### src/rtl/core/ico_pkg.sv
// ============================================================================
// ico_pkg
// Shared types, constants and tables for the icosphere midpoint subdivider.
// ============================================================================
package ico_pkg;

    // Sizing
    localparam int MAX_VERTICES = 4096;
    localparam int EDGE_SLOTS   = 4096;
    localparam int COORD_BITS   = 16;
    localparam int NEWTON_STEPS = 3;

    localparam int IDX_BITS   = 12;
    localparam int VADDR_BITS = $clog2(MAX_VERTICES);
    localparam int VCNT_BITS  = $clog2(MAX_VERTICES + 1);
    localparam int SLOT_BITS  = $clog2(EDGE_SLOTS);
    localparam int KEY_BITS   = 2 * IDX_BITS;
    localparam int FRAC       = COORD_BITS - 2;
    localparam int S_BITS     = 2 * COORD_BITS;
    localparam int STEP_BITS  = $clog2(NEWTON_STEPS + 1);
    localparam int SHIFT_BASE = 44 - FRAC;

    localparam logic [31:0] HASH_MULT = 32'd2654435761;

    // Operation codes
    localparam logic [1:0] OP_LOAD  = 2'd0;
    localparam logic [1:0] OP_TRI   = 2'd1;
    localparam logic [1:0] OP_LEVEL = 2'd2;

    // Result kinds
    localparam logic [1:0] KIND_VTX  = 2'd0;
    localparam logic [1:0] KIND_TRI  = 2'd1;
    localparam logic [1:0] KIND_STAT = 2'd2;

    // Status codes
    localparam logic [1:0] ST_OK    = 2'd0;
    localparam logic [1:0] ST_VFULL = 2'd1;
    localparam logic [1:0] ST_EFULL = 2'd2;
    localparam logic [1:0] ST_RANGE = 2'd3;

    typedef logic signed [COORD_BITS-1:0] coord_t;
    typedef logic [IDX_BITS-1:0]          idx_t;

    typedef struct packed {
        logic [1:0] operation;
        coord_t     raw_x;
        coord_t     raw_y;
        coord_t     raw_z;
        idx_t       corner_a;
        idx_t       corner_b;
        idx_t       corner_c;
    } in_word_t;

    typedef struct packed {
        logic [1:0] kind;
        idx_t       vertex_index;
        coord_t     pos_x;
        coord_t     pos_y;
        coord_t     pos_z;
        idx_t       tri_first;
        idx_t       tri_second;
        idx_t       tri_third;
        logic [1:0] status;
        logic       last;
    } out_word_t;

    typedef struct packed {
        logic                valid;
        logic [KEY_BITS-1:0] key;
        idx_t                mid;
    } edge_ent_t;

    // Datapath micro-operations
    typedef enum logic [4:0] {
        DP_NOP,
        DP_LATCH,
        DP_CLR_STEP,
        DP_EDGE_SETUP,
        DP_HASH,
        DP_PROBE_START,
        DP_PROBE_RD,
        DP_PROBE_NEXT,
        DP_HIT,
        DP_VRD_LO,
        DP_VRD_HI,
        DP_MIDVEC,
        DP_MAG,
        DP_SQ_MUL,
        DP_SQ_ACC,
        DP_M_INIT,
        DP_M_SHIFT,
        DP_SEED,
        DP_NT_A,
        DP_NT_B,
        DP_NT_C,
        DP_NT_D,
        DP_FIN_MUL,
        DP_FIN_RND,
        DP_ZERO_RES,
        DP_STORE_LOAD,
        DP_STORE_MID,
        DP_EMIT_VTX,
        DP_EMIT_STAT,
        DP_EMIT_TRI
    } dp_op_t;

    typedef struct packed {
        dp_op_t     op;
        logic [1:0] stat;
        logic       last;
    } ctl_cmd_t;

    typedef struct packed {
        logic [1:0] op;
        logic       vfull;
        logic       corner_bad;
        logic       s_zero;
        logic       m_adjust;
        logic       comp_last;
        logic       newton_last;
        logic       probe_free;
        logic       probe_hit;
        logic       probe_last;
        logic       edge_last;
        logic       edges_done;
        logic       tri_last;
        logic       clr_last;
        logic       out_free;
    } dp_stat_t;

    typedef enum logic [4:0] {
        S_INIT_CLR,
        S_IDLE,
        S_DISPATCH,
        S_LVL_CLR,
        S_CHECK,
        S_EDGE,
        S_HASH,
        S_PSTART,
        S_PRD,
        S_PCHK,
        S_MISS,
        S_VRD_LO,
        S_VRD_HI,
        S_MIDVEC,
        S_MAG,
        S_SQ_MUL,
        S_SQ_ACC,
        S_MINIT,
        S_MSHIFT,
        S_NT_A,
        S_NT_B,
        S_NT_C,
        S_NT_D,
        S_FIN_MUL,
        S_FIN_RND,
        S_STORE,
        S_EMIT_VTX,
        S_EMIT_STAT,
        S_EMIT_TRI
    } ctl_state_t;

    // Inverse square root seed, indexed by the top mantissa bits minus four
    function automatic logic [15:0] inv_root_seed(input logic [3:0] idx);
        logic [15:0] r;
        begin
            case (idx)
                4'd0:    r = 16'd61788;
                4'd1:    r = 16'd55889;
                4'd2:    r = 16'd51411;
                4'd3:    r = 16'd47861;
                4'd4:    r = 16'd44957;
                4'd5:    r = 16'd42525;
                4'd6:    r = 16'd40450;
                4'd7:    r = 16'd38651;
                4'd8:    r = 16'd37073;
                4'd9:    r = 16'd35673;
                4'd10:   r = 16'd34421;
                4'd11:   r = 16'd33292;
                default: r = 16'd0;
            endcase
            return r;
        end
    endfunction

endpackage

### src/rtl/core/ico_ctrl.sv
// ============================================================================
// ico_ctrl
// Controller: sequences edge probes, midpoint creation, normalization and
// result words by issuing one datapath micro-operation per cycle.
// ============================================================================
module ico_ctrl (
    input  logic              clk,
    input  logic              rst_n,
    input  logic              in_valid,
    output logic              in_ready,
    input  ico_pkg::dp_stat_t st,
    output ico_pkg::ctl_cmd_t cmd
);
    import ico_pkg::*;

    ctl_state_t state_reg;
    ctl_state_t state_next;
    logic [1:0] stat_reg;
    logic [1:0] stat_next;

    // State register
    always_ff @(posedge clk or negedge rst_n)
    begin
        if (!rst_n)
        begin
            state_reg <= S_INIT_CLR;
            stat_reg  <= ST_OK;
        end
        else
        begin
            state_reg <= state_next;
            stat_reg  <= stat_next;
        end
    end

    // Next state and micro-operation
    always_comb
    begin
        state_next = state_reg;
        stat_next  = stat_reg;
        in_ready   = 1'b0;
        cmd.op     = DP_NOP;
        cmd.stat   = stat_reg;
        cmd.last   = 1'b0;
        unique case (state_reg)
            S_INIT_CLR:
            begin
                cmd.op = DP_CLR_STEP;
                if (st.clr_last)
                begin
                    state_next = S_IDLE;
                end
            end
            S_IDLE:
            begin
                in_ready = 1'b1;
                if (in_valid)
                begin
                    cmd.op     = DP_LATCH;
                    state_next = S_DISPATCH;
                end
            end
            S_DISPATCH:
            begin
                priority if (st.op == OP_LOAD)
                begin
                    if (st.vfull)
                    begin
                        stat_next  = ST_VFULL;
                        state_next = S_EMIT_STAT;
                    end
                    else
                    begin
                        state_next = S_MAG;
                    end
                end
                else if (st.op == OP_TRI)
                begin
                    state_next = S_CHECK;
                end
                else if (st.op == OP_LEVEL)
                begin
                    state_next = S_LVL_CLR;
                end
                else
                begin
                    state_next = S_IDLE;
                end
            end
            S_LVL_CLR:
            begin
                cmd.op = DP_CLR_STEP;
                if (st.clr_last)
                begin
                    stat_next  = ST_OK;
                    state_next = S_EMIT_STAT;
                end
            end
            S_CHECK:
            begin
                if (st.corner_bad)
                begin
                    stat_next  = ST_RANGE;
                    state_next = S_EMIT_STAT;
                end
                else
                begin
                    state_next = S_EDGE;
                end
            end
            S_EDGE:
            begin
                cmd.op     = DP_EDGE_SETUP;
                state_next = S_HASH;
            end
            S_HASH:
            begin
                cmd.op     = DP_HASH;
                state_next = S_PSTART;
            end
            S_PSTART:
            begin
                cmd.op     = DP_PROBE_START;
                state_next = S_PRD;
            end
            S_PRD:
            begin
                cmd.op     = DP_PROBE_RD;
                state_next = S_PCHK;
            end
            S_PCHK:
            begin
                priority if (st.probe_free)
                begin
                    state_next = S_MISS;
                end
                else if (st.probe_hit)
                begin
                    cmd.op     = DP_HIT;
                    state_next = st.edge_last ? S_EMIT_TRI : S_EDGE;
                end
                else if (st.probe_last)
                begin
                    stat_next  = ST_EFULL;
                    state_next = S_EMIT_STAT;
                end
                else
                begin
                    cmd.op     = DP_PROBE_NEXT;
                    state_next = S_PRD;
                end
            end
            S_MISS:
            begin
                if (st.vfull)
                begin
                    stat_next  = ST_VFULL;
                    state_next = S_EMIT_STAT;
                end
                else
                begin
                    state_next = S_VRD_LO;
                end
            end
            S_VRD_LO:
            begin
                cmd.op     = DP_VRD_LO;
                state_next = S_VRD_HI;
            end
            S_VRD_HI:
            begin
                cmd.op     = DP_VRD_HI;
                state_next = S_MIDVEC;
            end
            S_MIDVEC:
            begin
                cmd.op     = DP_MIDVEC;
                state_next = S_MAG;
            end
            S_MAG:
            begin
                cmd.op     = DP_MAG;
                state_next = S_SQ_MUL;
            end
            S_SQ_MUL:
            begin
                cmd.op     = DP_SQ_MUL;
                state_next = S_SQ_ACC;
            end
            S_SQ_ACC:
            begin
                cmd.op     = DP_SQ_ACC;
                state_next = st.comp_last ? S_MINIT : S_SQ_MUL;
            end
            S_MINIT:
            begin
                if (st.s_zero)
                begin
                    cmd.op     = DP_ZERO_RES;
                    state_next = S_STORE;
                end
                else
                begin
                    cmd.op     = DP_M_INIT;
                    state_next = S_MSHIFT;
                end
            end
            S_MSHIFT:
            begin
                if (st.m_adjust)
                begin
                    cmd.op = DP_M_SHIFT;
                end
                else
                begin
                    cmd.op     = DP_SEED;
                    state_next = S_NT_A;
                end
            end
            S_NT_A:
            begin
                cmd.op     = DP_NT_A;
                state_next = S_NT_B;
            end
            S_NT_B:
            begin
                cmd.op     = DP_NT_B;
                state_next = S_NT_C;
            end
            S_NT_C:
            begin
                cmd.op     = DP_NT_C;
                state_next = S_NT_D;
            end
            S_NT_D:
            begin
                cmd.op     = DP_NT_D;
                state_next = st.newton_last ? S_FIN_MUL : S_NT_A;
            end
            S_FIN_MUL:
            begin
                cmd.op     = DP_FIN_MUL;
                state_next = S_FIN_RND;
            end
            S_FIN_RND:
            begin
                cmd.op     = DP_FIN_RND;
                state_next = st.comp_last ? S_STORE : S_FIN_MUL;
            end
            S_STORE:
            begin
                cmd.op     = (st.op == OP_LOAD) ? DP_STORE_LOAD : DP_STORE_MID;
                state_next = S_EMIT_VTX;
            end
            S_EMIT_VTX:
            begin
                cmd.last = (st.op == OP_LOAD);
                if (st.out_free)
                begin
                    cmd.op = DP_EMIT_VTX;
                    priority if (st.op == OP_LOAD)
                    begin
                        state_next = S_IDLE;
                    end
                    else if (st.edges_done)
                    begin
                        state_next = S_EMIT_TRI;
                    end
                    else
                    begin
                        state_next = S_EDGE;
                    end
                end
            end
            S_EMIT_STAT:
            begin
                if (st.out_free)
                begin
                    cmd.op     = DP_EMIT_STAT;
                    state_next = S_IDLE;
                end
            end
            S_EMIT_TRI:
            begin
                if (st.out_free)
                begin
                    cmd.op = DP_EMIT_TRI;
                    if (st.tri_last)
                    begin
                        state_next = S_IDLE;
                    end
                end
            end
            default:
            begin
                state_next = S_IDLE;
            end
        endcase
    end

endmodule

### config.mk
export PLATFORM = sky130hd
export DESIGN_NAME = ico_ctrl
export DESIGN_NICKNAME = d
export VERILOG_FILES = /design/src/rtl/core/ico_pkg.sv /design/src/rtl/core/ico_ctrl.sv
export SDC_FILE = /design/constraint.sdc
export NUM_CORES = 1
export LEC_CHECK = 0
export ABC_AREA = 1
export BUFFER_PORTS_ARGS = -buffer_cell sky130_fd_sc_hd__clkbuf_2
export CAP_MARGIN = 20
export CELL_PAD_IN_SITES_DETAIL_PLACEMENT = 0
export CELL_PAD_IN_SITES_GLOBAL_PLACEMENT = 1
export CORE_MARGIN = 3
export CORE_UTILIZATION = 36
export CTS_CLUSTER_DIAMETER = 50
export DETAILED_ROUTE_END_ITERATION = 6
export GPL_TIMING_DRIVEN = 0
export PLACE_DENSITY = 0.82
export RECOVER_POWER = 100
export SLEW_MARGIN = 20
export SYNTH_ARGS = -nofsm -noshare
export SYNTH_HDL_FRONTEND = slang
export SYNTH_SLANG_ARGS = --single-unit
### constraint.sdc
create_clock -name clk -period 1.65 [get_ports clk]
set_clock_uncertainty 0.05 [all_clocks]
set_input_delay 0.165 -clock clk [delete_from_list [all_inputs] [get_ports clk]]
set_output_delay 0.165 -clock clk [all_outputs]
set_load 0.01 [all_outputs]
# == Yosys cells after proc, flatten, opt, wreduce, memory -nomap -nowiden ==
# Index checks and enable logic that the tools add are counted.
# op_classes
eq_ne,43
mux,46
n_reduce_logical,6
# ops
op,count
$pmux 5 s29,1
$pmux 5 s25,1
$mux 5,23
$eq 5x5->1 const B,13
$eq 5x4->1 const B,8
$ne 2x2->1 const B,13
$eq 5x3->1 const B,4
$mux 2,9
$mux 4,4
$eq 5x2->1 const B,2
$pmux 2 s5,1
$mux 3,3
$reduce_and 8->1,1
$reduce_and 7->1,1
$eq 5x1->1 const B,1
$logic_not 5->1,1
$reduce_bool 5->1,1
$mux 1,4
$eq 2x1->1 const B,1
$eq 2x2->1 const B,1
$logic_not 2->1,1
$reduce_or 2->1,1
# word_totals
register_bits,7
in_bits,19
output_inout_bits,9

# == Longest topological paths before layout ==
# depth
ltp_word,5
depth_mapped,13
depth_no_buf,12

# == Worst setup path after synthesis ==
# No wires, ideal clock.
# synth_timing
path_type,reg2reg
from,register state_reg[2]
to,register state_reg[3]
setup_ns,0.124
arrival_ns,1.343
required_time_ns,1.476
setup_slack_ns,0.133
stages_incl_launch_ff,12
period_less_slack_ns,1.517
cell_sequence,dfrtp_1 buf_6 nor2_4 inv_2 nor2_4 inv_1 o21ai_1 nor2_1 nand2_2 inv_2 nand2_1 nand2_1
# synth_between
elab_chain_len,3
word_cells_on_any_way,39
classes_between,eq/ne (36); mux (1); reduce/logical (2)
# synth_rtl
item,line_no,rtl
"start, declared",ico_ctrl.sv:16,ctl_state_t state_reg;
"start signal, assigned",ico_ctrl.sv:31,state_reg <= state_next;
$eq 5x5->1 (tied with other cells),ico_ctrl.sv:45,unique case (state_reg)
$ne 2x2->1 (no source line),-,
$reduce_and 8->1 (no source line),-,
# Several ways; a longest one is shown, not always the timed one.
# A chain may end at the register's enable or synchronous reset.

==> metrics.md <==
| Metric | Value |
|---|---|
| Outcome | complete, but fails checks |
| Failing checks | setup timing |
| Reg clk slew, reported paths | about 40 ps |
| Total die area | 4430 um^2 |
| Max clock buf depth | 2 |
| First-pass detailed-route iteration total | 7 |
| Core Region | 3440 um^2 |
| Worst setup margin | -277 ps |
| Max-cap violation count | 0 |
| Pre-CTS setup slack | -208 ps |
| Pleak | 1.15 nW |
| Clk_lat worst skew | around 220 ps |
| I/O pin count | 28 |
| Layout cells sized above 1 | 42.2% |
| Startpoint Class | register |
| Synth Warn # | 0 |
| Antenna-violating nets left | 0 |
| Commonest non-fill, non-tap cell in the layout | nand2_1 |
| Unrepaired setup endpoints after global routing | yes |
| HP Class | input pin to register |
| CTS Sinks | 7 |
| Tmin final | 1930 ps |
| Cells after synthesis | 254 |
| Crit path max fanout | 9 |
| Power per cell area | about 1900 nW/um^2 |
| Overflow after GRT | 0 |
| Fill cell count | 322 |
| Final core occ | approximately 62% |
| Top cell by count, worst path | buf_4 |
| Gpl congestion | 0.949 |
| Post-Route WL | 6060 um |
| Cell Rows | 21 |
| Synth top area cells | nand2_1 22%, nor2_1 13%, dfrtp_1 13%, nand3_1 13%, inv_1 6.0% |
| Global-route wire length before repair | 8320 um |
| Crit-path cells | buf_6, buf_4, nor2_4, nand3_4, buf_4, buf_4, nor2_1, clkbuf_2 |
| CP max stage delay | 360 ps |
| Synthesized flop and latch total | 7 |
| Initial Utilization | 38.4% |
| Upper clock frequency limit | 0.519 GHz |
| Most frequent cells in the layout | 68 x nand2_1, 38 x nor2_1, 34 x buf_4, 23 x nand3_1, 20 x clkbuf_2 |
| Via density | 5.53 |
| Worst vdd ir | 0.000868 V |
| CP endpoint kind | output pin |
| Mean Syn Cell Area | ~5.2 um^2 |
| Synth area leader | nand2_1 |
| Final setup vio count | 14 |
| TritonCTS clock tree | done |
| Largest net degree at the start of global routing | 11 |
| PortBufs | 27 |
| Dpl hpwl | 3920 um |
| Vias in the first global route | 1739 |
| CP Data Arrival Time | about 1700 ps |
| WL/cell | 16.3 um |
| Clk root buf | clkbuf_8 |
| Count of final hold-check violations | 0 |
| Rel. slew slack | 61.6% |
| Antenna fix cells | 0 |
| DR vias | roughly 2.1k |
| Nets | ~350 |
| Syn nets | around 270 |
| DRT iter0 DRCs | 226 |
| Distinct cells, synth | 24 |
| Total Routing Usage GR | 24.5% |
| Largest register FFs | 5 |
| Clock H-tree levels | 1 |
| WS Path Type | register to output pin |
| Worst-Margin Slew | 573 ps |
| Die outline height | 66.6 um |
| Initial antenna violation count | 0 |
| Post-synth top area share | 21.9% |
| Synthesis-to-finish area growth | 62.7% |
| Mapped cell area | roughly 1300 um^2 |
| Max Slew Vio Count | 0 |
| DRC Markers | 0 |
| Total CTS buffers | 3 |
| Die Wd | 66.6 um |
| Register area share after synthesis | 13.3% |
| Tcrit/Tclk final | 117% |
| Crit-path slowest cell | dfrtp_1 |
| WP data required | roughly 1400 ps |
metal layers:
| metal | part of all wire [%] | up-vias | routed length [um] | GRT usage, % |
|---|---|---|---|---|
| met5 | 0 | - | 0 | 0 |
| met4 | 4.9 | 0 | 300 | 4.57 |
| met3 | 9.9 | 30 | 599 | 3.88 |
| met2 | 47 | 131 | 2830 | 40.0 |
| met1 | 38 | 922 | 2330 | 34.1 |
| li1 | - | 969 | - | - |
critical path: cells and delay by family (launching register included):
family        cells  cell delay, ps
buf+inv           5             730
flops             1             360
simple gates      3             390
cells in the mapped netlist (all sizes together):
cell and n:
o21ai 10, nor3 6, or2 1, o211ai 3
nor4 2, nand3 36, buf 5, a21oi 13
nand4 4, o2111ai 1, o211a 1, inv 28
nor2 57, nand2 80, dfrtp 7
cell families (layout without fill, tap and decap cells):
family	after synthesis	count (layout)	share of synthesized area, %
flip-flops	7	7	13.3
AND/OR/NAND/NOR	186	187	63.9
buffers and inverters	33	103	11.0
AO/OA/AOI/OAI	28	28	11.8
worst paths after layout:
path	start	endpoint	slack, ps	cells after the start
worst max-delay path	state_reg[0]	cmd[0]	-280	8
worst min-delay path	st[2]	state_reg[3]	260	4
worst max register to register	state_reg[2]	state_reg[3]	-210	12
worst min register to register	stat_reg[0]	stat_reg[0]	440	2
max in group asynchronous	rst_n	state_reg[3]	920	2
min in group asynchronous	rst_n	stat_reg[0]	320	2
final cells by class:
cell class | count | area [um^2] | share of cell area, %
repair buffers | 66 | 435 | 20.3
clock buffers | 4 | 45.0 | 2.10
flip-flops and latches | 7 | 176 | 8.21
inverters | 28 | 118 | 5.47
multi-input cells | 215 | 1250 | 58.3
plain buffers | 5 | 65.1 | 3.03
well taps | 46 | 57.6 | 2.68
power by group:
group / switching, W / internal (W)
registers: 0.0000776 / 0.000270
logic: 0.00213 / 0.00137
clock network: 0.0000735 / 0.000167
total: 0.00229 / 0.00180
per-stage QoR:
step	std cells	area (um^2)	hold WS (ps)	setup TNS (ps)	power, W
final	371	2150	257	-2560	0.00409
after global routing	371	2150	302	-3630	0.00439
after CTS	348	1830	240	-1560	0.00338
after detailed placement	327	1510	-36.6	-1720	0.00265
after global placement	327	1510	-42.7	-2030	0.00268
after floorplan	254	1320	-181	0	0.00203
timing repair:
item | CTS | global route
pin swaps | 11 | 21
hold endpoints to repair | 7 | 0
endpoints found under the setup margin | 13 | 13
gates cloned | 0 | 2
resized for setup | 40 | 43
hold buffers | 1 | 0
buffers inserted | 16 | 21
Power figures use the tool's default switching activity.
